<file path="src/rtl/core/pca_feature_projection_unit_assert.svh">
// Assertion macros for the PCA feature projection unit.
// Needs clk_i and rst_ni in the scope of use.
`ifndef PCA_FEATURE_PROJECTION_UNIT_ASSERT_SVH
`define PCA_FEATURE_PROJECTION_UNIT_ASSERT_SVH

// Same-cycle implication, checked outside reset
`define PFP_ASSERT_NOW(lbl, ante, cons) \
  lbl: assert property (@(posedge clk_i) disable iff (!rst_ni) (ante) |-> (cons)) \
    else $error("pfp assertion failed");

// Next-cycle implication, checked outside reset
`define PFP_ASSERT_NEXT(lbl, ante, cons) \
  lbl: assert property (@(posedge clk_i) disable iff (!rst_ni) (ante) |=> (cons)) \
    else $error("pfp assertion failed");

`endif

</file>
<file path="src/rtl/core/pfp_ram.sv">
// Generic single-write, single-read RAM with registered read data.
// No dependencies.
module pfp_ram #(
  parameter int Width = 32,
  parameter int Depth = 32
) (
  input  logic                     clk_i,
  input  logic                     we_i,
  input  logic [$clog2(Depth)-1:0] waddr_i,
  input  logic [Width-1:0]         wdata_i,
  input  logic [$clog2(Depth)-1:0] raddr_i,
  output logic [Width-1:0]         rdata_o
);
  logic [Width-1:0] mem_q [Depth];
  logic [Width-1:0] rdata_q;

  always_ff @(posedge clk_i) begin
    if (we_i) begin
      mem_q[waddr_i] <= wdata_i;
    end
    rdata_q <= mem_q[raddr_i];
  end

  assign rdata_o = rdata_q;
endmodule

</file>
<file path="config.mk">
export PLATFORM = sky130hd
export DESIGN_NAME = pfp_ram
export DESIGN_NICKNAME = d
export VERILOG_FILES = /design/src/rtl/core/pca_feature_projection_unit_assert.svh /design/src/rtl/core/pfp_ram.sv
export SDC_FILE = /design/constraint.sdc
export NUM_CORES = 1
export LEC_CHECK = 0
export BUFFER_PORTS_ARGS = -buffer_cell sky130_fd_sc_hd__buf_2
export CAP_MARGIN = 5
export CORE_MARGIN = 10
export CORE_UTILIZATION = 57
export CTS_CLUSTER_SIZE = 12
export DETAILED_ROUTE_END_ITERATION = 6
export PLACE_DENSITY = 0.71
export SYNTH_ARGS = -nofsm -noshare
export SYNTH_HDL_FRONTEND = slang
export SYNTH_SLANG_ARGS = --single-unit
</file>
<file path="constraint.sdc">
create_clock -name clk_i -period 2.8 [get_ports clk_i]
set_clock_uncertainty 0.05 [all_clocks]
set_input_delay 0 -clock clk_i [delete_from_list [all_inputs] [get_ports clk_i]]
set_output_delay 0 -clock clk_i [all_outputs]
set_load 0.01 [all_outputs]
</file>
==> metrics.txt <==
synth warn 0; clock-pin slew on the worst setup and hold paths 60 ps; Final ANT Viol Nets 0; CP startpoint raddr_i[0]; HPWL Detailed 53160 um; worst-margin pin slew 1065 ps; slowest CP cell dlygate4sd3_1; Req. time, crit path 3280 ps; crit end category register; std cell rows 97; worst slack, placed 787.8 ps; Data arrival, critical path 2920 ps; vias in the first global route 21.42k; crit start category primary input; RR Endpoint rdata_o[14]; max-slew violations 0; IO buf count 75; Mapped Area 40490 um^2; Pwr Density 695.0 nW/um^2; Final Setup Violations 0; Inserted Clock Buffers 103; Avg Vias per Cell 6.142; Synth area leader edfxtp_1; Post-Syn Area per Cell 17.91 um^2; DRC Markers 0; peak supply drop 0.4963 mV; final net count 2494; register bit total from synthesis 1056; termination of the worst setup path rdata_o[14]; Slew HR 0.2872; final hold vios 0; most frequent cell after synthesis edfxtp_1; CTS Sinks 1056; Post-synth EDFFs 1024; WHS Path Cells 6; Setup Crit Path Kind primary input to register; Critical path buffers and inverters 5; post-synthesis sequential area ratio 0.7754; Synthesized Nets 2304; worst min-delay path class primary input to register; most frequent CP cell dlygate4sd3_1; Skew-Pair Late Insertion Delay 660 ps; Tot GR Track Use 0.2295; I/O pin count 76; largest net degree at the start of global routing 65; cells along the critical path dlygate4sd3_1 -> buf_8 -> buf_4 -> mux2i_1 -> a21oi_1 -> nand3_1 -> dlygate4sd3_1 -> nand3_1 -> dlygate4sd3_1; Avg WL per Cell 27.23 um; RSZ-0062 raised after global routing false; Lkg Pwr 16.12 nW; Yosys cell types 25; placer's final routability congestion estimate 0.7908; GR Overflow Total 0; synth cell count leaders edfxtp_1 (1024), mux2i_1 (512), nand2_1 (98), nand3_1 (98); FF-to-FF setup slack 690 ps; worst-path fanout max 38; top post-synthesis cells by area edfxtp_1 (76%), mux2i_1 (13%), a22oi_1 (1.8%); CP max stage delay 570 ps; htree depth 3; Die Width 286.5 um; drt first pass iters 5; Period minus WS final 2436 ps; setup TNS 0 ps; Max clock buf depth 3; Synth Instances 2260; final critical-path share of the clock period 0.8699; Levels on crit path 9; via count 21.31k; initial DRC count 2104; drt total wl 94470 um; max_cap viols 0; Core Area 70270 um^2; Initial Util 0.5761; first-pass GRT wire length 140400 um; clk root buf clkbuf_16; Post-synth ARST share 0; Post-CTS Setup Bufs 0; Die Area 82090 um^2; R2R cell count 6; CTS tree done; Largest delay share family, worst path buffers and inverters; R2R Path Start mem_q[25][14]; share of layout cells above drive strength 1 0.1353; Most used DFF post-synth edfxtp_1; Die H 286.5 um; Synth top area share 0.7595; initial antenna violation count 3; achievable clock frequency 410.5 MHz; status completed; fin worst setup slack 364.2 ps; Area Overhead vs Synth 13.80%
how the worst min path moves through the flow:
stage,from,end,slack (ps)
global placement,rdata_o[29],rdata_o[29],350
detailed placement,rdata_o[26],rdata_o[26],350
floorplan,wdata_i[0],mem_q[0][0],50
CTS,raddr_i[4],rdata_o[9],9
global route,waddr_i[1],mem_q[7][10],70
finish,raddr_i[4],rdata_o[9],40
power breakdown:
group,internal [W],switching (W)
clock network,0.00710,0.00552
registers,0.0176,0.0000950
logic,0.000605,0.00112
total,0.0253,0.00673
sequential cells by signal (all words and copies together), names as in the netlist:
| signal | count |
|---|---|
| mem_q | 1024 |
| rdata_o | 32 |
cell families (layout without fill, tap and decap cells):
group                  Yosys count  count (layout)  synth area share
AOI/OAI and AO/OA              288             288           0.04846
buffers and inverters          127             394           0.01860
other                            0               2                 0
and+or+nand+nor                277             277           0.03100
DFF                           1056            1056            0.7753
muxes                          512             512            0.1266
per-layer routing:
| layer | up-vias | wire (um) | track usage |
|---|---|---|---|
| met4 | 4 | 2130 | 0.06751 |
| li1 | 9373 | - | - |
| met1 | 11030 | 39600 | 0.3161 |
| met2 | 770 | 47130 | 0.3808 |
| met3 | 131 | 5581 | 0.02995 |
| met5 | - | 27 | 0 |
tightest hold or removal path, stage by stage:
cell and delay, ps:
buf_2 140, nand2b_2 80, buf_4 190, a21oi_1 130, a31oi_1 90, nand3_1 80
cell type report:
type / count / area, um^2
sequential: 1056 / 31390
antenna: 2 / 5.005
fill: 4709 / 24200
clock buffer: 163 / 2873
timing repair buffer: 212 / 1847
clock inverter: 19 / 170.2
multi-input combinational: 1077 / 8610
tap: 940 / 1176
timing repair:
item / 4_1_cts / 5_1_grt
endpoints found under the setup margin: 0 / 0
hold buffers: 38 / 0
gates resized for setup: 0 / 0
endpoints found under the hold margin: 1028 / 0
layout by cell type (no fill, tap or decap), types with 2 or more instances in the layout:
cell	Yosys	final
a21oi_1	96	96
a22o_1	64	64
a22oi_1	96	96
a31oi_1	32	32
buf_12	0	27
buf_2	26	74
buf_4	33	72
clkbuf_1	46	53
clkbuf_16	0	103
clkbuf_8	0	7
clkinv_1	0	4
clkinv_2	0	7
dfxtp_1	32	32
diode_2	0	2
dlygate4sd3_1	0	38
edfxtp_1	1024	1024
inv_6	0	5
mux2i_1	512	512
nand2_1	98	97
nand2b_2	0	2
nand3_1	98	98
nand3b_1	5	5
nor2_4	0	33
nor3_1	32	32
or3b_2	3	3
stage by stage:
step	std cells	hold WS [ps]	total power, W	instance area (um^2)	utilization
CTS	3467	9.148	0.03219	46070	0.6555
global route	3467	67.85	0.03296	46070	0.6555
detailed placement	3247	353.3	0.01968	42640	0.6068
global placement	3247	354.1	0.01963	42640	0.6068
floorplan	2260	48.87	0.01890	40490	-
finish	3469	40.88	0.03202	46070	0.6556
No activity file was read; power rests on OpenSTA's default activity.
