File: src/rtl/core/pca_feature_projection_unit_assert.svh
// Assertion macros for the PCA feature projection unit.
// Needs clk_i and rst_ni in the scope of use.
`ifndef PCA_FEATURE_PROJECTION_UNIT_ASSERT_SVH
`define PCA_FEATURE_PROJECTION_UNIT_ASSERT_SVH

// Same-cycle implication, checked outside reset
`define PFP_ASSERT_NOW(lbl, ante, cons) \
  lbl: assert property (@(posedge clk_i) disable iff (!rst_ni) (ante) |-> (cons)) \
    else $error("pfp assertion failed");

// Next-cycle implication, checked outside reset
`define PFP_ASSERT_NEXT(lbl, ante, cons) \
  lbl: assert property (@(posedge clk_i) disable iff (!rst_ni) (ante) |=> (cons)) \
    else $error("pfp assertion failed");

`endif

File: src/rtl/core/pfp_pkg.sv
// Shared types, sizes and helpers for the PCA feature projection unit.
// No dependencies.
package pfp_pkg;
  localparam int MaxInOrder  = 32;
  localparam int MaxOutOrder = 16;
  localparam int FracBits    = 16;
  localparam int AccW        = 48;
  localparam int ColW        = $clog2(MaxInOrder);
  localparam int RowW        = $clog2(MaxOutOrder);
  localparam int MatDepth    = MaxInOrder * MaxOutOrder;
  localparam int MatAddrW    = $clog2(MatDepth);
  localparam int DivNumW     = 33 + FracBits;

  localparam logic [1:0] ModeMean    = 2'd0;
  localparam logic [1:0] ModeStd     = 2'd1;
  localparam logic [1:0] ModeMatrix  = 2'd2;
  localparam logic [1:0] ModeFeature = 2'd3;

  localparam logic CfgInOrder  = 1'b0;
  localparam logic CfgOutOrder = 1'b1;

  // divider request bundle
  typedef struct packed {
    logic               start;
    logic [DivNumW-1:0] num;
    logic [31:0]        den;
  } div_req_t;

  // saturate a 49-bit sum to the 48-bit accumulator range
  function automatic logic [AccW-1:0] sat_acc(input logic [AccW:0] v);
    logic [AccW-1:0] r;
    if (v[AccW] != v[AccW-1]) begin
      r = v[AccW] ? {1'b1, {(AccW-1){1'b0}}} : {1'b0, {(AccW-1){1'b1}}};
    end else begin
      r = v[AccW-1:0];
    end
    return r;
  endfunction

  // saturate an accumulator to 32 bits
  function automatic logic [31:0] sat_out(input logic [AccW-1:0] v);
    logic [31:0] r;
    if (v[AccW-1] && !(&v[AccW-2:31])) begin
      r = 32'h8000_0000;
    end else if (!v[AccW-1] && (|v[AccW-2:31])) begin
      r = 32'h7FFF_FFFF;
    end else begin
      r = v[31:0];
    end
    return r;
  endfunction
endpackage

File: src/rtl/core/pfp_div.sv
// Unsigned restoring divider, one quotient bit per cycle.
// Depends on pfp_pkg.
module pfp_div (
  input  logic                        clk_i,
  input  logic                        rst_ni,
  input  pfp_pkg::div_req_t           req_i,
  output logic                        done_o,
  output logic [pfp_pkg::DivNumW-1:0] quo_o
);
  import pfp_pkg::*;

  localparam int CntW = $clog2(DivNumW + 1);

  logic [31:0]        rem_q, den_q;
  logic [DivNumW-1:0] num_q, quo_q;
  logic [CntW-1:0]    cnt_q;
  logic               busy_q, done_q;
  logic [32:0]        trial;
  logic               qbit;

  // shift in the next dividend bit and try a subtract
  assign trial = {rem_q, num_q[DivNumW-1]};
  assign qbit  = (trial >= {1'b0, den_q});

  always_ff @(posedge clk_i or negedge rst_ni) begin
    if (!rst_ni) begin
      busy_q <= 1'b0;
      done_q <= 1'b0;
      cnt_q  <= '0;
    end else begin
      done_q <= 1'b0;
      if (req_i.start) begin
        busy_q <= 1'b1;
        cnt_q  <= '0;
      end else if (busy_q) begin
        if (cnt_q == CntW'(DivNumW - 1)) begin
          busy_q <= 1'b0;
          done_q <= 1'b1;
        end
        cnt_q <= cnt_q + 1'b1;
      end
    end
  end

  // datapath
  always_ff @(posedge clk_i) begin
    if (req_i.start) begin
      rem_q <= '0;
      den_q <= req_i.den;
      num_q <= req_i.num;
      quo_q <= '0;
    end else if (busy_q) begin
      rem_q <= qbit ? 32'(trial - {1'b0, den_q}) : trial[31:0];
      num_q <= {num_q[DivNumW-2:0], 1'b0};
      quo_q <= {quo_q[DivNumW-2:0], qbit};
    end
  end

  assign done_o = done_q;
  assign quo_o  = quo_q;
endmodule

File: config.mk
export PLATFORM = sky130hd
export DESIGN_NAME = pfp_div
export DESIGN_NICKNAME = d
export VERILOG_FILES = /design/src/rtl/core/pca_feature_projection_unit_assert.svh /design/src/rtl/core/pfp_pkg.sv /design/src/rtl/core/pfp_div.sv
export SDC_FILE = /design/constraint.sdc
export NUM_CORES = 1
export LEC_CHECK = 0
export BUFFER_PORTS_ARGS = -buffer_cell sky130_fd_sc_hd__buf_4
export CAP_MARGIN = 20
export CORE_AREA = 10 10 131 133
export DETAILED_ROUTE_END_ITERATION = 7
export DIE_AREA = 0 0 141 143
export PLACE_DENSITY = 0.93
export SYNTH_ARGS = -nofsm -noshare
export SYNTH_HDL_FRONTEND = slang
export SYNTH_SLANG_ARGS = --single-unit
File: constraint.sdc
create_clock -name clk_i -period 4.7 [get_ports clk_i]
set_input_delay 0.94 -clock clk_i [delete_from_list [all_inputs] [get_ports clk_i]]
set_output_delay 0.94 -clock clk_i [all_outputs]
set_load 0.005 [all_outputs]
==> impl_metrics.csv, run 1 <==
group,metric,value,unit
outcome,status,"completed",
clocking,clkTransAtPathRegs,0.07,ns
finish,n_antenna_cell,0,
clocking,post_cts_resized,0,
global_route,grt_max_degree,92,
finish,register_area,4258,sq um
logic_synthesis,synth_top_cell_by_area,"edfxtp_1",
critical_path,crit_path_start_kind,"flop",
floorplan,die_x,141,um
logic_synthesis,synthesis.area,8528,sq um
critical_path,cp_data_arrival_time,3.80,ns
clocking,h-tree-depth,4,
logic_synthesis,synthArstFlopShare,0.04706,
floorplan,fp.coreArea,14420,sq um
critical_path,cp_slowest_cell,"or2_1",
clocking,postCtsHoldBufs,0,
critical_path,critPathCapture,"rem_q[3]",
sta,finalCriticalPeriod,3.466,ns
route,dr_total_vias,6426,
critical_path,crit_chain,"inv_1 > ha_1 > a211oi_2 > o21ai_1 > a311o_1 > o21ba_1 > a2111oi_4 > or2_1 > buf_4 > nand2_1 > a311oi_2",
finish,final_common_cell,"buf_4",
global_route,grt_pass1_wl,31280,um
sta,maxSlewViolCount,0,
sta,max-slew-margin-rel,0.3299,
critical_path,max_stage_delay,0.52,ns
finish,fillers,1006,
sta,hold_ws,0.3141,ns
floorplan,num_rows,44,
sta,hold_viol_final,0,
finish,fin_util,0.7097,
route,wl_per_cell,17.34,um
critical_path,r2r-start,"den_q[6]",
global_route,overflow,0,
sta,tns,0,ns
critical_path,critPathKind,"reg2reg",
clocking,clk_latency,0.43,ns
finish,instances_no_fill,1115,
logic_synthesis,synth-edff-count,81,
critical_path,crit_path_start,"den_q[6]",
power_and_ir_drop,p_leak,4.732,nW
clocking,post-cts-setup-buffer-count,0,
floorplan,start_util,0.5913,
logic_synthesis,synthTopCellsByArea,"edfxtp_1 29%, dfxtp_1 19%, mux2_2 6.3%, mux2i_1 5.9%, ha_1 5.0%",
logic_synthesis,syn_area_per_cell,10.58,sq um
route,drcViolationCount,0,
clocking,numClockSinks,170,
clocking,cts_buffers,17,
finish,multi_input_area,3913,sq um
critical_path,reg2reg_setup_slack,1.23,ns
route,first_iter_violations,472,
logic_synthesis,yosysSeqAreaShare,0.4988,
logic_synthesis,synth.net_count,925,
route,wl,19330,um
critical_path,cp.required,5.04,ns
critical_path,cp_max_fo,17,
power_and_ir_drop,ir_drop,0.3300,mV
clocking,cts_tree,"done",
sta,rsz0062_at_grt,"no",
worst_hold_path,hold_path.class,"in2async",
logic_synthesis,ys_ff_latch,170,
placed_design,place_congestion,0.9537,
sta,skew,0.008337,ns
sta,worst_slew_pin_slew,1.005,ns
critical_path,r2r-end,"rem_q[3]",
sta,finalCritPeriodShare,0.7374,
global_route,grt.total_usage,0.1891,
placed_design,portBuffers,133,
logic_synthesis,synth.top_cell.area_share,0.2852,
clocking,cts_root_buffer,"clkbuf_16",
floorplan,die-area,20160,sq um
logic_synthesis,ys.flop_type,"edfxtp_1",
run,cap_viol_max_count,0,
logic_synthesis,netlist_instances,806,
power_and_ir_drop,finalPower,3.370,mW
floorplan,pin_count,134,
critical_path,reg2reg_depth,11,
floorplan,die_h,143,um
logic_synthesis,yosysWarnings,0,
route,routed_via_density,5.763,
critical_path,timing.critical_path.to_type,"flop",
finish,nets,1037,
global_route,grt_pass1_vias,6347,
finish,syn_to_final_growth,20.03,%
finish,drive_gt1_frac,0.2535,
finish,final_cell_mix,"135 x buf_4, 98 x nor2_1, 81 x edfxtp_1, 81 x dfxtp_1, 78 x nand2_1",
placed_design,dp_hpwl,13540,um
global_route,antenna_found_initial,0,
route,firstDrtPassIters,6,
sta,fmax,288.5,MHz
logic_synthesis,synth_cell_types,64,
power_and_ir_drop,p_per_area,329.3,nW/um^2
sta,final-setup-viol-count,0,
route,ant_nets,0,
placed_design,dp_cells,1083,
clocking,clk_path_buf_depth,2,
-- cells by family after synthesis --
group | count (synthesis) | synth area share
and+or+nand+nor | 242 | 0.1257
DFF | 170 | 0.4988
AOI/OAI and AO/OA | 142 | 0.1279
muxes | 98 | 0.1221
buffers and inverters | 89 | 0.04240
adders and majority gates | 35 | 0.05223
xor gates and xnor gates | 30 | 0.03081
-- sequential cells by signal, indices dropped and copies added, names as in the netlist --
name	cells
num_q	49
den_q	32
cnt_q	6
busy_q	1
done_o	1
rem_q	32
quo_o	49
-- through the flow --
| stage | area, sq um | setup slack (ns) |
|---|---|---|
| floorplan | 8528 | 1.547 |
| global placement | 9614 | 1.369 |
| detailed placement | 9614 | 1.244 |
| CTS | 10240 | 1.208 |
| global route | 10240 | 0.9456 |
| finish | 10240 | 1.234 |
-- synth_stat cells (all sizes together), types with 4 or more instances --
cell,n
buf,13
ha,34
nand3,6
and3,5
clkbuf,31
nand4,11
a31oi,5
a211oi,4
nor2,98
a311oi,27
and2,5
a21o,9
nand2b,7
o21ai,21
nor3,8
o211ai,4
a21oi,33
mux2i,50
dfrtp,8
a211o,5
xnor2,18
o31ai,4
or3,4
dfxtp,81
nor3b,5
edfxtp,81
o21bai,6
mux2,48
or2,4
nand2,78
xor2,12
inv,45
-- layout make-up --
cell class                 count  share of cell area
sequential                   170              0.4160
multi-input combinational    547              0.3822
timing repair buffer         137              0.1021
clock buffer                  21             0.05024
tap                          184             0.02249
inverter                      45             0.01650
clock inverter                11             0.01051
-- report_power, final --
group	total [mW]	internal [mW]	switching [mW]
Clock	1.44	0.811	0.627
Combinational	0.277	0.139	0.138
Sequential	1.66	1.63	0.0253
-- critical path: cells and delay by family (launching register included) --
family                     cells  cell delay (ns)
buffers and inverters          2             0.38
AOI/OAI and AO/OA              6             1.65
DFF                            1             0.33
adders and majority gates      1             0.37
and+or+nand+nor                2             0.63
-- worst min-delay path by stage --
| stage | startpoint | to | cells after the start |
|---|---|---|---|
| 2_1_floorplan | rem_q[1] | rem_q[2] | 2 |
| 3_3_place_gp | quo_o[48] | quo_o[48] | 2 |
| 3_5_place_dp | quo_o[48] | quo_o[48] | 2 |
| 4_1_cts | rst_ni | cnt_q[2] | 1 |
| 5_1_grt | rst_ni | cnt_q[2] | 1 |
| 6_report | rst_ni | cnt_q[2] | 1 |
-- routing by layer --
layer  GRT usage  wire length [um]  up-vias  share of wire
li1            -                 -     3120              -
met1      0.2143              7901     3063           0.41
met2      0.3163              9376      217           0.48
met3     0.08491              1779       26          0.092
met4     0.05380               276        0          0.014
met5           0                 0        -              0
Power figures use the tool's default switching activity.
==> inputs of run 2 (changes only) <==
--- a/config.mk
+++ b/config.mk
@@ -7,10 +7,10 @@
 export LEC_CHECK = 0
 export BUFFER_PORTS_ARGS = -buffer_cell sky130_fd_sc_hd__buf_4
 export CAP_MARGIN = 20
-export CORE_AREA = 10 10 131 133
+export CORE_AREA = 10 10 140 142
 export DETAILED_ROUTE_END_ITERATION = 7
-export DIE_AREA = 0 0 141 143
-export PLACE_DENSITY = 0.93
+export DIE_AREA = 0 0 150 152
+export PLACE_DENSITY = 0.87
 export SYNTH_ARGS = -nofsm -noshare
 export SYNTH_HDL_FRONTEND = slang
 export SYNTH_SLANG_ARGS = --single-unit
==> constraint.sdc (replaced) <==
create_clock -name clk_i -period 2.8 [get_ports clk_i]
set_input_delay 0.56 -clock clk_i [delete_from_list [all_inputs] [get_ports clk_i]]
set_output_delay 0.56 -clock clk_i [all_outputs]
set_load 0.005 [all_outputs]
==> run 2 against run 1 <==
Net effect: the flow now finishes with violations (setup timing); die area rose by 13%; fmax rose by 19%; critical path type unchanged; wire length rose by 9.4%; combinational power rose by 98%; design area rose by 8.0%; largest cell class is now multi-input combinational cells; clock power rose by 69%.
==> impl_metrics.csv, run 2 (synthesis gave the netlist of run 1 again) <==
group,metric,value,unit
finish,drive_gt1_frac,0.3559,
critical_path,crit_path_start_kind,"flop",
global_route,overflow,0,
critical_path,reg2reg_depth,11,
power_and_ir_drop,ir_drop,0.4329,mV
sta,final-setup-viol-count,29,
clocking,clk_latency,0.44,ns
worst_hold_path,hold_path_end,"den_q[30]",
sta,worst_slew_pin_slew,0.7839,ns
clocking,clk_path_buf_depth,2,
clocking,clkTransAtPathRegs,0.08,ns
finish,n_antenna_cell,0,
placed_design,portBuffers,133,
floorplan,die_h,152,um
power_and_ir_drop,finalPower,5.754,mW
critical_path,cp_slowest_cell,"dfxtp_1",
floorplan,pin_count,134,
critical_path,r2r-end,"rem_q[7]",
critical_path,r2r-start,"rem_q[13]",
run,cap_viol_max_count,0,
worst_hold_path,min_delay_path_depth,1,
critical_path,cp.required,3.13,ns
worst_hold_path,min_from,"req_i[30]",
placed_design,place_congestion,0.9186,
sta,hold_ws,0.2997,ns
route,ant_nets,0,
critical_path,timing.critical_path.to_type,"flop",
outcome,status,"complete, but fails checks",
finish,final_common_cell,"buf_4",
floorplan,start_util,0.5035,
sta,setup_ws,-0.1069,ns
sta,fmax,344.0,MHz
global_route,grt.total_usage,0.1744,
power_and_ir_drop,p_per_area,520.3,nW/um^2
sta,tns,-1.006,ns
sta,rsz0062_at_grt,"yes",
route,firstDrtPassIters,6,
finish,nets,1081,
global_route,grt_pass1_wl,32640,um
critical_path,cp_max_fo,8,
floorplan,die_x,150,um
finish,fillers,1287,
clocking,numClockSinks,170,
clocking,cts_buffers,17,
route,routed_via_density,5.516,
floorplan,die-area,22800,sq um
clocking,cts_root_buffer,"clkbuf_16",
route,first_iter_violations,402,
critical_path,max_stage_delay,0.44,ns
clocking,h-tree-depth,4,
route,wl,21140,um
worst_hold_path,hold_path.class,"in2reg",
placed_design,dp_hpwl,14090,um
sta,finalCriticalPeriod,2.907,ns
power_and_ir_drop,p_leak,4.985,nW
critical_path,crit_buf_inv,2,
critical_path,cp_data_arrival_time,3.24,ns
route,dr_total_vias,6619,
outcome,violations,"setup timing",
finish,syn_to_final_growth,29.68,%
sta,skew,0.01059,ns
clocking,cts_tree,"done",
critical_path,reg2reg_setup_slack,-0.11,ns
floorplan,num_rows,48,
critical_path,critical-path-top-delay-family,"compound AO/OA/AOI/OAI gates",
critical_path,crit_chain,"ha_1 > a21oi_2 > o21ai_2 > a311o_1 > o21ba_4 > a2111oi_4 > or2_4 > buf_6 > buf_12 > nand2_4 > a311oi_2",
sta,max-slew-margin-rel,0.4774,
sta,hold_viol_final,0,
floorplan,fp.coreArea,16940,sq um
global_route,grt_max_degree,90,
global_route,grt_pass1_vias,6605,
critical_path,critPathKind,"reg2reg",
route,drcViolationCount,0,
finish,final_cell_mix,"168 x buf_4, 96 x nor2_1, 81 x edfxtp_1",
route,wl_per_cell,17.62,um
global_route,antenna_found_initial,0,
sta,maxSlewViolCount,0,
sta,finalCritPeriodShare,1.038,
run 2: changes by cell type in the layout (fill, tap and decap cells not counted), moves of 10 or more:
cell,previous run,this run
nand2_2,0,14
nand2_1,78,56
a311oi_1,17,7
buf_4,135,168
a311oi_2,10,20
ha_1,34,24
run 2: how the worst max path moves through the flow:
stage / start / to / slack (ns) / cells after the start
floorplan: req_i[81] / num_q[0] / 0.03 / 5
global placement: den_q[6] / rem_q[19] / 0.02 / 11
detailed placement: den_q[6] / rem_q[12] / -0.13 / 11
CTS: den_q[7] / rem_q[25] / 0.008 / 11
global route: den_q[16] / rem_q[20] / -0.17 / 12
finish: rem_q[13] / rem_q[7] / -0.11 / 11
run 2: area by class of cell:
cell class,instances,area [sq um],share of cell area
repair buffers,181,1449,0.1310
clock inverters,15,193.9,0.01754
clock buffers,17,425.4,0.03847
well taps,225,281.5,0.02546
flip-flops and latches,170,4259,0.3851
multi-input cells,547,4282,0.3871
inverters,45,168.9,0.01527
run 2: repair_timing:
item | 4_1_cts | 5_1_grt
hold endpoints to repair | 8 | 0
endpoints found under the setup margin | 32 | 33
setup buffers | 1 | 14
pin swaps | 4 | 48
resized for setup | 3 | 103
hold buffers | 1 | 0
gates cloned | 1 | 0
run 2: layer usage:
metal | share of wire | GRT usage | up-vias | wire (um)
met4 | 0.016 | 0.04769 | 0 | 329
met5 | 0 | 0 | - | 0
met3 | 0.089 | 0.07574 | 30 | 1880
met2 | 0.50 | 0.2846 | 205 | 10510
li1 | - | - | 3206 | -
met1 | 0.40 | 0.2038 | 3178 | 8417
run 2: per-stage QoR:
stage / util / worst slack, ns / cell area [sq um] / cells
3_3_place_gp: 0.5841 / 0.02380 / 9893 / 1151
6_report: 0.6530 / -0.1069 / 11060 / 1200
4_1_cts: 0.6226 / 0.007904 / 10540 / 1186
2_1_floorplan: - / 0.02725 / 8528 / 806
5_1_grt: 0.6530 / -0.1735 / 11060 / 1200
3_5_place_dp: 0.5841 / -0.1260 / 9893 / 1151
run 2: power by group:
part / total [mW] / switching (mW) / internal [mW] / leakage (nW)
clock: 2.43 / 1.20 / 1.23 / 0.301
sequential: 2.78 / 0.0421 / 2.73 / 1.59
combinational: 0.549 / 0.265 / 0.283 / 3.09
total: 5.75 / 1.51 / 4.25 / 4.98
