<file path="src/rtl/core/pca_feature_projection_unit_assert.svh">
// Assertion macros for the PCA feature projection unit.
// Needs clk_i and rst_ni in the scope of use.
`ifndef PCA_FEATURE_PROJECTION_UNIT_ASSERT_SVH
`define PCA_FEATURE_PROJECTION_UNIT_ASSERT_SVH

// Same-cycle implication, checked outside reset
`define PFP_ASSERT_NOW(lbl, ante, cons) \
  lbl: assert property (@(posedge clk_i) disable iff (!rst_ni) (ante) |-> (cons)) \
    else $error("pfp assertion failed");

// Next-cycle implication, checked outside reset
`define PFP_ASSERT_NEXT(lbl, ante, cons) \
  lbl: assert property (@(posedge clk_i) disable iff (!rst_ni) (ante) |=> (cons)) \
    else $error("pfp assertion failed");

`endif

</file>
<file path="src/rtl/core/pfp_pkg.sv">
// Shared types, sizes and helpers for the PCA feature projection unit.
// No dependencies.
package pfp_pkg;
  localparam int MaxInOrder  = 32;
  localparam int MaxOutOrder = 16;
  localparam int FracBits    = 16;
  localparam int AccW        = 48;
  localparam int ColW        = $clog2(MaxInOrder);
  localparam int RowW        = $clog2(MaxOutOrder);
  localparam int MatDepth    = MaxInOrder * MaxOutOrder;
  localparam int MatAddrW    = $clog2(MatDepth);
  localparam int DivNumW     = 33 + FracBits;

  localparam logic [1:0] ModeMean    = 2'd0;
  localparam logic [1:0] ModeStd     = 2'd1;
  localparam logic [1:0] ModeMatrix  = 2'd2;
  localparam logic [1:0] ModeFeature = 2'd3;

  localparam logic CfgInOrder  = 1'b0;
  localparam logic CfgOutOrder = 1'b1;

  // divider request bundle
  typedef struct packed {
    logic               start;
    logic [DivNumW-1:0] num;
    logic [31:0]        den;
  } div_req_t;

  // saturate a 49-bit sum to the 48-bit accumulator range
  function automatic logic [AccW-1:0] sat_acc(input logic [AccW:0] v);
    logic [AccW-1:0] r;
    if (v[AccW] != v[AccW-1]) begin
      r = v[AccW] ? {1'b1, {(AccW-1){1'b0}}} : {1'b0, {(AccW-1){1'b1}}};
    end else begin
      r = v[AccW-1:0];
    end
    return r;
  endfunction

  // saturate an accumulator to 32 bits
  function automatic logic [31:0] sat_out(input logic [AccW-1:0] v);
    logic [31:0] r;
    if (v[AccW-1] && !(&v[AccW-2:31])) begin
      r = 32'h8000_0000;
    end else if (!v[AccW-1] && (|v[AccW-2:31])) begin
      r = 32'h7FFF_FFFF;
    end else begin
      r = v[31:0];
    end
    return r;
  endfunction
endpackage

</file>
<file path="src/rtl/core/pfp_cell.sv">
// One accumulator cell of the rotating component ring.
// Depends on pfp_pkg.
module pfp_cell (
  input  logic                     clk_i,
  input  logic                     rst_ni,
  input  logic                     shift_en_i,
  input  logic [pfp_pkg::AccW-1:0] acc_i,
  output logic [pfp_pkg::AccW-1:0] acc_o
);
  import pfp_pkg::*;

  logic [AccW-1:0] acc_q;

  // take the neighbor's value on each ring step
  always_ff @(posedge clk_i or negedge rst_ni) begin
    if (!rst_ni) begin
      acc_q <= '0;
    end else if (shift_en_i) begin
      acc_q <= acc_i;
    end
  end

  assign acc_o = acc_q;
endmodule

</file>
<file path="config.mk">
export PLATFORM = sky130hd
export DESIGN_NAME = pfp_cell
export DESIGN_NICKNAME = d
export VERILOG_FILES = /design/src/rtl/core/pca_feature_projection_unit_assert.svh /design/src/rtl/core/pfp_pkg.sv /design/src/rtl/core/pfp_cell.sv
export SDC_FILE = /design/constraint.sdc
export NUM_CORES = 1
export LEC_CHECK = 0
export ABC_AREA = 1
export BUFFER_PORTS_ARGS = -buffer_cell sky130_fd_sc_hd__buf_2
export CAP_MARGIN = 10
export CORE_MARGIN = 4
export CORE_UTILIZATION = 44
export CTS_BUF_LIST = sky130_fd_sc_hd__clkbuf_4 sky130_fd_sc_hd__clkbuf_8 sky130_fd_sc_hd__clkbuf_16
export DETAILED_ROUTE_END_ITERATION = 10
export PLACE_DENSITY_LB_ADDON = 0.15
export SYNTH_ARGS = -nofsm -noshare
export SYNTH_HDL_FRONTEND = slang
export SYNTH_SLANG_ARGS = --single-unit
</file>
<file path="constraint.sdc">
create_clock -name clk_i -period 0.8 [get_ports clk_i]
set_input_delay 0.16 -clock clk_i [delete_from_list [all_inputs] [get_ports clk_i]]
set_output_delay 0.16 -clock clk_i [all_outputs]
set_load 0.02 [all_outputs]
</file>
==> run summary, run 1 <==
run status: finished, violations left
failing checks: negative setup slack
Hold Vio Cnt, Final: 0
Mapped Area: 0.00181 sq mm
final hold slack: 0.0663 ns
CTS sink cnt: 48
total grt overflow: 0
drt wl/cell: 12.2 um
Initial DRT Pass Iterations: 4
CTS tree: built
Largest register FFs: 48
Final period util: 126%
maximum clock path buffer count: 2
Hold WC Path Type: in -> reg
Fmax: 991 MHz
Clock Skews: 0 ns
Peak VDD IR: 1290 uV
CP Buf/Inv Count: 1
Yosys Warn Count: 0
total length of routed wires: 4.54 mm
CP required: 0.64 ns
commonest cells in the netlist: 144 x nand2_1, 48 x dfrtp_1, 6 x buf_2
crit end category: output pin
Num CTS Buffers: 5
delay-heaviest family, CP: flip-flops
largest net degree at the start of global routing: 49
Die Area: 0.00519 sq mm
final worst slack: -0.210 ns
Area Overhead vs Synth: 63.1%
H-tree depth: 2
Synth top area share: 66.5%
max_slew headroom: 83.5%
CTS Root Buffer Type: clkbuf_8
port bufs: 98
syn nets: 254
Setup CP Type: reg -> out
post-synthesis adder-cell area fraction: 0%
critical hold path startpoint: acc_i[7]
routed vias/inst: 4.44
post-synth top area cell: dfrtp_1
clk slew on worst S/H paths: 0.08 ns
Final #Nets: 373
Die W: 72.1 um
Via Count: 1655
number of global-route vias before repair: 1692
Rows: 23
setup TNS: -9.01 ns
post-place setup slack: 0.0399 ns
Worst path slowest cell: dfrtp_1
share of layout cells above drive strength 1: 41.8%
Cell variety after synth: 5
Final min period: 1.01 ns
initial core utilization: 45.5%
combinational family with the most area after synthesis: simple AND/OR/NAND/NOR gates
Post-synth EDFFs: 0
power per standard cell area: 1930 mW/mm^2
Compound-Gate Fraction of Synth Area: 0%
Worst path max stage delay: 0.42 ns
RSZ-0062 raised after global routing: yes
initial antenna violation count: 0
total power: 5.69 mW
#FFs+latches synth: 48
nature of the critical path startpoint: flop
mux cell area share after synthesis: 0%
FF-to-FF Start: acc_o[44]$_DFFE_PN0P_
Worst Setup SP: acc_o[46]$_DFFE_PN0P_
Slew @ Worst Pin: 0.248 ns
GRT Total Usage: 18.7%
CP Max Fanout: 2
ys flop type: dfrtp_1
Antenna Violating Nets Remaining: 0
Synth area leaders: dfrtp_1 67%, nand2_1 30%, buf_2 1.7%
IO Pins: 99
Post-Synth XOR/XNOR Area: 0%
critical-path cell list: buf_6
Core Footprint: 0.00397 sq mm
Static Leakage: 1.68 nW
syn avg cell area: 8.89 sq um
clock latency on the worst-skew pair: 0.29 ns
ys async rst share: 100%
vertical die dimension: 72.1 um
1st-iter DRT viols: 103
register area share after synthesis: 66.5%
Slew Viols, Final: 0
fin util: 74.2%
Syn Inst Count: 203
top-count cell post-synth: nand2_1
Routability Congestion: 0.712
DR DRC count: 0
Synth Area in Simple Gates: 29.9%
hpwl dp: 2.92 mm
max-cap violation count: 0
first-pass GRT wire length: 7.56 mm
final setup fails: 53
ANT cells: 0
Arr. time, crit path: 0.85 ns
[routing by layer]
layer / global-route usage, % / share of wire (%) / up-vias
met5: 0 / 0 / -
met4: 4.38 / 0.88 / 0
met3: 5.96 / 8.0 / 5
met2: 31.7 / 49 / 59
met1: 23.4 / 42 / 752
li1: - / - / 839
[power by group]
group          leakage [nW]  internal [mW]  total [mW]  switching [mW]
registers             0.585           2.64        2.81           0.166
logic                  1.05          0.725        1.39           0.667
clock network        0.0523          0.773        1.49           0.714
total                  1.68           4.14        5.69            1.55
[cell families after synthesis]
group,Yosys count
buf+inv,11
flops,48
simple gates,144
[area by class of cell]
class | instances | area [sq um]
timing repair buffer | 122 | 1030
tap | 50 | 62.6
inverter | 1 | 3.75
multi-input combinational | 144 | 553
sequential | 48 | 1200
clock buffer | 8 | 97.6
fill | 278 | 1030
[path summary, 6_finish.rpt]
check,end,slack [ns],depth (start not counted)
min,acc_o[7]$_DFFE_PN0P_,0.07,3
min in group asynchronous,acc_o[44]$_DFFE_PN0P_,0.38,3
max,acc_o[46],-0.21,1
min reg2reg,acc_o[9]$_DFFE_PN0P_,0.50,2
max in group asynchronous,acc_o[5]$_DFFE_PN0P_,0.21,3
max reg2reg,acc_o[44]$_DFFE_PN0P_,-0.05,4
[per-stage QoR]
step / area, sq um / cells
after floorplan: 1810 / 203
after global placement: 2380 / 345
after detailed placement: 2380 / 345
after CTS: 2860 / 364
after global routing: 2950 / 373
final: 2950 / 373
[cell usage in the layout (no fill, tap or decap)]
| cell | instances |
|---|---|
| clkbuf_8 | 6 |
| buf_2 | 50 |
| nand2_1 | 139 |
| buf_6 | 49 |
| buf_4 | 18 |
| inv_2 | 1 |
| buf_12 | 4 |
| nand2_2 | 5 |
| dfrtp_1 | 48 |
| dlygate4sd3_1 | 1 |
| clkbuf_4 | 2 |
[timing repair]
item	in CTS	in global routing
buffers inserted	10	10
hold buffers	1	0
setup endpoints to repair	48	49
gates resized for setup	96	6
endpoints found under the hold margin	48	0
pin swaps	0	1
[worst reg2reg max path, cell delays in order, from the launching register on]
cell and delay (ns):
dfrtp_1 0.40, buf_4 0.13, buf_4 0.12, nand2_2 0.05, nand2_1 0.04
No activity file was read; power rests on OpenSTA's default activity.
==> inputs of run 2 (changes only) <==
--- a/config.mk
+++ b/config.mk
@@ -8,10 +8,12 @@
 export ABC_AREA = 1
 export BUFFER_PORTS_ARGS = -buffer_cell sky130_fd_sc_hd__buf_2
 export CAP_MARGIN = 10
+export CORE_ASPECT_RATIO = 1.2
 export CORE_MARGIN = 4
 export CORE_UTILIZATION = 44
 export CTS_BUF_LIST = sky130_fd_sc_hd__clkbuf_4 sky130_fd_sc_hd__clkbuf_8 sky130_fd_sc_hd__clkbuf_16
 export DETAILED_ROUTE_END_ITERATION = 10
+export HOLD_SLACK_MARGIN = 0.12
 export PLACE_DENSITY_LB_ADDON = 0.15
 export SYNTH_ARGS = -nofsm -noshare
 export SYNTH_HDL_FRONTEND = slang
==> run summary, run 2 (synthesis gave the netlist of run 1 again) <==
initial antenna violation count: 0 (unchanged)
CTS Root Buffer Type: clkbuf_8 (unchanged)
routed vias/inst: 4.75 (was 4.44)
CP required: 0.64 ns (about the same)
setup TNS: -9.72 ns (was -9.01 ns)
fillers: 180 (was 278)
reg2reg path depth: 4 (unchanged)
first-pass GRT wire length: 10.5 mm (was 7.56 mm)
Final #Nets: 432 (was 373)
CP Buf/Inv Count: 1 (unchanged)
Slew @ Worst Pin: 0.259 ns (was 0.248 ns)
R2R Path End: acc_o[31]$_DFFE_PN0P_ (was acc_o[44]$_DFFE_PN0P_)
Core Footprint: 0.00394 sq mm (was 0.00397 sq mm)
delay-heaviest family, CP: flip-flops (unchanged)
most frequent cells in the layout: 138 x nand2_1, 50 x buf_2, 48 x dfrtp_1, 48 x dlygate4sd3_1, 48 x buf_6 (was 139 x nand2_1, 50 x buf_2, 49 x buf_6)
most common cell after layout, fill and taps aside: nand2_1 (unchanged)
drt wl/cell: 16.3 um (was 12.2 um)
critical-path cell list: buf_6 (unchanged)
GRT Total Usage: 26.9% (was 18.7%)
nature of the critical path startpoint: flop (unchanged)
share of layout cells above drive strength 1: 38.5% (was 41.8%)
Antenna Violating Nets Remaining: 0 (unchanged)
CP Max Fanout: 2 (unchanged)
crit end category: output pin (unchanged)
IO Pins: 99 (unchanged)
met2 wire length: 3.97 mm (was 2.24 mm)
failing checks: negative setup slack (unchanged)
Final min period: 1.03 ns (was 1.01 ns)
post-place setup slack: 0.00987 ns (was 0.0399 ns)
Num CTS Buffers: 5 (unchanged)
Routability Congestion: 0.748 (was 0.712)
1st-iter DRT viols: 90 (was 103)
Rows: 25 (was 23)
power per standard cell area: 1820 mW/mm^2 (was 1930 mW/mm^2)
max-cap violation count: 0 (unchanged)
internal reg-to-reg setup slack: -0.12 ns (was -0.05 ns)
run status: finished, violations left (unchanged)
Worst path max stage delay: 0.43 ns (was 0.42 ns)
RSZ-0062 raised after global routing: yes (unchanged)
Initial DRT Pass Iterations: 4 (unchanged)
total grt overflow: 0 (unchanged)
fin util: 89.6% (was 74.2%)
Slew Viols, Final: 0 (unchanged)
Worst path slowest cell: dfrtp_1 (unchanged)
Worst path depth: 1 (unchanged)
FF-to-FF Start: acc_o[31]$_DFFE_PN0P_ (was acc_o[44]$_DFFE_PN0P_)
Die Area: 0.00520 sq mm (was 0.00519 sq mm)
Worst Setup SP: acc_o[41]$_DFFE_PN0P_ (was acc_o[46]$_DFFE_PN0P_)
CTS tree: built (unchanged)
Die W: 66.5 um (was 72.1 um)
Peak VDD IR: 1320 uV (was 1290 uV)
CP endpoint: acc_o[41] (was acc_o[46])
Fmax: 967 MHz (was 991 MHz)
CTS sink cnt: 48 (unchanged)
H-tree depth: 2 (unchanged)
Metal-1 WL: 2.38 mm (was 1.90 mm)
Via Count: 2072 (was 1655)
ANT cells: 0 (unchanged)
Arr. time, crit path: 0.87 ns (was 0.85 ns)
clk slew on worst S/H paths: 0.09 ns (was 0.08 ns)
final worst slack: -0.235 ns (was -0.210 ns)
hpwl dp: 3.12 mm (was 2.92 mm)
vertical die dimension: 78.2 um (was 72.1 um)
Static Leakage: 1.95 nW (was 1.68 nW)
largest net degree at the start of global routing: 49 (unchanged)
initial core utilization: 45.8% (was 45.5%)
Hold WC Path Type: in -> reg (unchanged)
Final period util: 129% (was 126%)
final setup fails: 58 (was 53)
max_slew headroom: 82.7% (was 83.5%)
Largest register FFs: 48 (unchanged)
DR DRC count: 0 (unchanged)
number of global-route vias before repair: 2164 (was 1692)
total length of routed wires: 7.10 mm (was 4.54 mm)
met3 wire length: 459 um (was 362 um)
port bufs: 98 (unchanged)
Area Overhead vs Synth: 95.6% (was 63.1%)
Setup CP Type: reg -> out (unchanged)
maximum clock path buffer count: 2 (unchanged)
Hold Vio Cnt, Final: 0 (unchanged)
Clock Skews: 0 ns (unchanged)
top sig layer: met4 (unchanged)
clock latency on the worst-skew pair: 0.30 ns (was 0.29 ns)
[run 2: changes by cell type in the layout (fill, tap and decap cells not counted), sizes merged]
cell	before	now
dlygate4sd3	1	48
buf	121	132
bufinv	0	1
clkbuf	8	7
dlymetal6s4s	0	1
[run 2: worst min path at each step]
stage / from / end / slack, ns / cells after the start
after floorplan: rst_ni / acc_o[0]$_DFFE_PN0P_ / -0.14 / 0
after global placement: rst_ni / acc_o[42]$_DFFE_PN0P_ / 0.16 / 2
after detailed placement: rst_ni / acc_o[44]$_DFFE_PN0P_ / 0.17 / 2
after CTS: shift_en_i / acc_o[18]$_DFFE_PN0P_ / 0.14 / 3
after global routing: shift_en_i / acc_o[18]$_DFFE_PN0P_ / 0.15 / 3
final: shift_en_i / acc_o[18]$_DFFE_PN0P_ / 0.15 / 3
[run 2: area by class of cell]
cell class              instances  area [sq um]  area share (%)
clock inverters                 1          30.0           0.850
inverters                       1          3.75           0.106
clock buffers                   7          96.3            2.73
multi-input cells             144           556            15.7
flip-flops and latches         48          1200            34.0
repair buffers                181          1580            44.6
well taps                      54          67.6            1.91
[run 2: layer usage]
layer / vias to the layer above / GRT usage [%]
li1: 958 / -
met5: - / 0
met2: 94 / 50.0
met4: 0 / 11.4
met3: 26 / 5.72
met1: 994 / 28.6
[run 2: repair_timing]
action | CTS | global route
buffers inserted | 14 | 15
pin swaps | 0 | 3
setup endpoints to repair | 48 | 54
endpoints found under the hold margin | 96 | 0
gates resized for setup | 96 | 7
hold buffers | 49 | 0
cloned | 0 | 0
[run 2: where the power goes]
group / switching (mW) / internal (mW)
sequential: 0.175 / 2.64
clock: 0.783 / 1.10
combinational: 0.799 / 0.924
[run 2: through the flow]
step | hold slack, ns | total power, mW | instances | cell area [sq um]
final | 0.145 | 6.43 | 436 | 3530
after CTS | 0.140 | 6.24 | 422 | 3410
after global routing | 0.148 | 6.68 | 436 | 3530
after detailed placement | 0.165 | 3.81 | 351 | 2390
after global placement | 0.164 | 3.79 | 351 | 2390
after floorplan | -0.136 | 3.32 | 203 | 1810
==> inputs of run 3 (changes only) <==
--- a/config.mk
+++ b/config.mk
@@ -7,7 +7,7 @@
 export LEC_CHECK = 0
 export ABC_AREA = 1
 export BUFFER_PORTS_ARGS = -buffer_cell sky130_fd_sc_hd__buf_2
-export CAP_MARGIN = 10
+export CAP_MARGIN = 20
 export CORE_ASPECT_RATIO = 1.2
 export CORE_MARGIN = 4
 export CORE_UTILIZATION = 44
@@ -18,3 +18,4 @@
 export SYNTH_ARGS = -nofsm -noshare
 export SYNTH_HDL_FRONTEND = slang
 export SYNTH_SLANG_ARGS = --single-unit
+export TNS_END_PERCENT = 30
==> run summary, run 3 (synthesis gave the netlist of run 1 again) <==
run status: finished, violations left (unchanged)
failing checks: negative setup slack (unchanged)
H-tree depth: 2 (unchanged)
DR DRC count: 0 (unchanged)
Worst path max stage delay: 0.42 ns (was 0.43 ns)
port bufs: 98 (unchanged)
Arr. time, crit path: 0.86 ns (was 0.87 ns)
Pint: 4.46 mW (was 4.67 mW)
Combinational Power Share: 23.5% (was 26.8%)
Fmax: 981 MHz (was 967 MHz)
total length of routed wires: 5.62 mm (was 7.10 mm)
CTS Root Buffer Type: clkbuf_8 (unchanged)
Slew Viols, Final: 0 (unchanged)
Final #Nets: 414 (was 432)
initial antenna violation count: 0 (unchanged)
first-pass GRT wire length: 8.67 mm (was 10.5 mm)
final setup fails: 48 (was 58)
Routability Congestion: 0.748 (unchanged)
GRT Total Usage: 21.7% (was 26.9%)
power per standard cell area: 1870 mW/mm^2 (was 1820 mW/mm^2)
Final period util: 127% (was 129%)
initial core utilization: 45.8% (unchanged)
most frequent cells in the layout: 144 x nand2_1, 70 x buf_2, 49 x dlygate4sd3_1 (was 138 x nand2_1, 50 x buf_2, 48 x dfrtp_1, 48 x dlygate4sd3_1, 48 x buf_6)
Num CTS Buffers: 5 (unchanged)
Hold WC Path Type: in -> reg (unchanged)
clock power share: 30.7% (was 29.4%)
Setup CP Type: reg -> out (unchanged)
Antenna Violating Nets Remaining: 0 (unchanged)
Clock Skews: 0 ns (unchanged)
share of layout cells above drive strength 1: 33.8% (was 38.5%)
number of global-route vias before repair: 1877 (was 2164)
ANT cells: 0 (unchanged)
maximum clock path buffer count: 2 (unchanged)
CP Max Fanout: 2 (unchanged)
RSZ-0062 raised after global routing: yes (unchanged)
CP required: 0.64 ns (about the same)
Rows: 25 (unchanged)
Die Area: 0.00520 sq mm (unchanged)
Final min period: 1.02 ns (was 1.03 ns)
Peak VDD IR: 1230 uV (was 1320 uV)
max-cap violation count: 0 (unchanged)
Die W: 66.5 um (unchanged)
Slew @ Worst Pin: 0.252 ns (was 0.259 ns)
Psw: 1.62 mW (was 1.76 mW)
total power: 6.08 mW (was 6.43 mW)
hpwl dp: 3.12 mm (unchanged)
Initial DRT Pass Iterations: 6 (was 4)
delay-heaviest family, CP: flip-flops (unchanged)
Worst path slowest cell: dfrtp_1 (unchanged)
largest net degree at the start of global routing: 49 (unchanged)
Area Overhead vs Synth: 80.2% (was 95.6%)
CTS sink cnt: 48 (unchanged)
Core Footprint: 0.00394 sq mm (unchanged)
clk slew on worst S/H paths: 0.08 ns (was 0.09 ns)
crit end category: output pin (unchanged)
CP Buf/Inv Count: 1 (unchanged)
drt wl/cell: 13.4 um (was 16.3 um)
clock latency on the worst-skew pair: 0.29 ns (was 0.30 ns)
register share of total power: 45.9% (was 43.8%)
nature of the critical path startpoint: flop (unchanged)
vertical die dimension: 78.2 um (unchanged)
fillers: 240 (was 180)
Largest register FFs: 48 (unchanged)
final worst slack: -0.219 ns (was -0.235 ns)
CTS tree: built (unchanged)
Via Count: 1893 (was 2072)
Static Leakage: 1.82 nW (was 1.95 nW)
Sw Ratio: 26.6% (was 27.3%)
max_slew headroom: 83.2% (was 82.7%)
total grt overflow: 0 (unchanged)
Hold Vio Cnt, Final: 0 (unchanged)
routed vias/inst: 4.53 (was 4.75)
post-place setup slack: 0.00987 ns (unchanged)
critical-path cell list: buf_6 (unchanged)
most common cell after layout, fill and taps aside: nand2_1 (unchanged)
final hold slack: 0.146 ns (was 0.145 ns)
IO Pins: 99 (unchanged)
1st-iter DRT viols: 104 (was 90)
[run 3: cell count changes in the layout (fill, tap and decap cells not counted)]
cell            before  now
buf_2               50   70
buf_6               48   28
buf_4               31   13
nand2_1            138  144
nand2_2              6    0
dlygate4sd3_1       48   49
dlymetal6s4s_1       1    0
[run 3: cell type report]
cell class                 instances  area [sq um]  area share [%]
multi-input combinational        144           541            16.6
sequential                        48          1200            36.9
inverter                           1          3.75           0.115
timing repair buffer             163          1310            40.4
tap                               54          67.6            2.08
clock inverter                     1          30.0           0.923
clock buffer                       7          96.3            2.96
[run 3: path summary, 6_finish.rpt]
| kind | start | end | slack (ns) | cells past startpoint |
|---|---|---|---|---|
| worst min register to register | acc_o[6]$_DFFE_PN0P_ | acc_o[6]$_DFFE_PN0P_ | 0.47 | 2 |
| worst min-delay path | shift_en_i | acc_o[18]$_DFFE_PN0P_ | 0.15 | 3 |
| worst max-delay path | acc_o[39]$_DFFE_PN0P_ | acc_o[39] | -0.22 | 1 |
| min in group asynchronous | rst_ni | acc_o[41]$_DFFE_PN0P_ | 0.37 | 3 |
| worst max register to register | acc_o[31]$_DFFE_PN0P_ | acc_o[31]$_DFFE_PN0P_ | 0.03 | 3 |
| max in group asynchronous | rst_ni | acc_o[7]$_DFFE_PN0P_ | 0.21 | 3 |
[run 3: power by group through the flow]
stage	Combinational, mW	Sequential [mW]	Clock [mW]
after global placement	0.997	2.80	0
after detailed placement	1.02	2.80	0
after floorplan	0.257	3.07	0
after global routing	1.54	2.81	2.00
after CTS	1.30	2.77	1.90
final	1.43	2.79	1.86
[run 3: per-stage QoR]
step | instances | setup TNS (ns) | util (%) | instance area, sq um
final | 418 | -9.35 | 82.5 | 3250
after global routing | 418 | -10.65 | 82.5 | 3250
after CTS | 412 | -9.56 | 79.3 | 3130
after detailed placement | 351 | 0 | 60.5 | 2390
after global placement | 351 | 0 | 60.5 | 2390
after floorplan | 203 | 0 | - | 1810
[run 3: timing repair]
item                                    4_1_cts  5_1_grt
hold buffers                                 49        0
hold endpoints to repair                     96        0
endpoints found under the setup margin       48       48
setup buffers                                 4        6
resized for setup                            30       26
[run 3: per-layer routing]
metal  track usage, %  routed length [um]
met2             38.3                3090
met3             4.43                 344
met4             7.11                 102
met5                0                   0
met1             25.9                2080
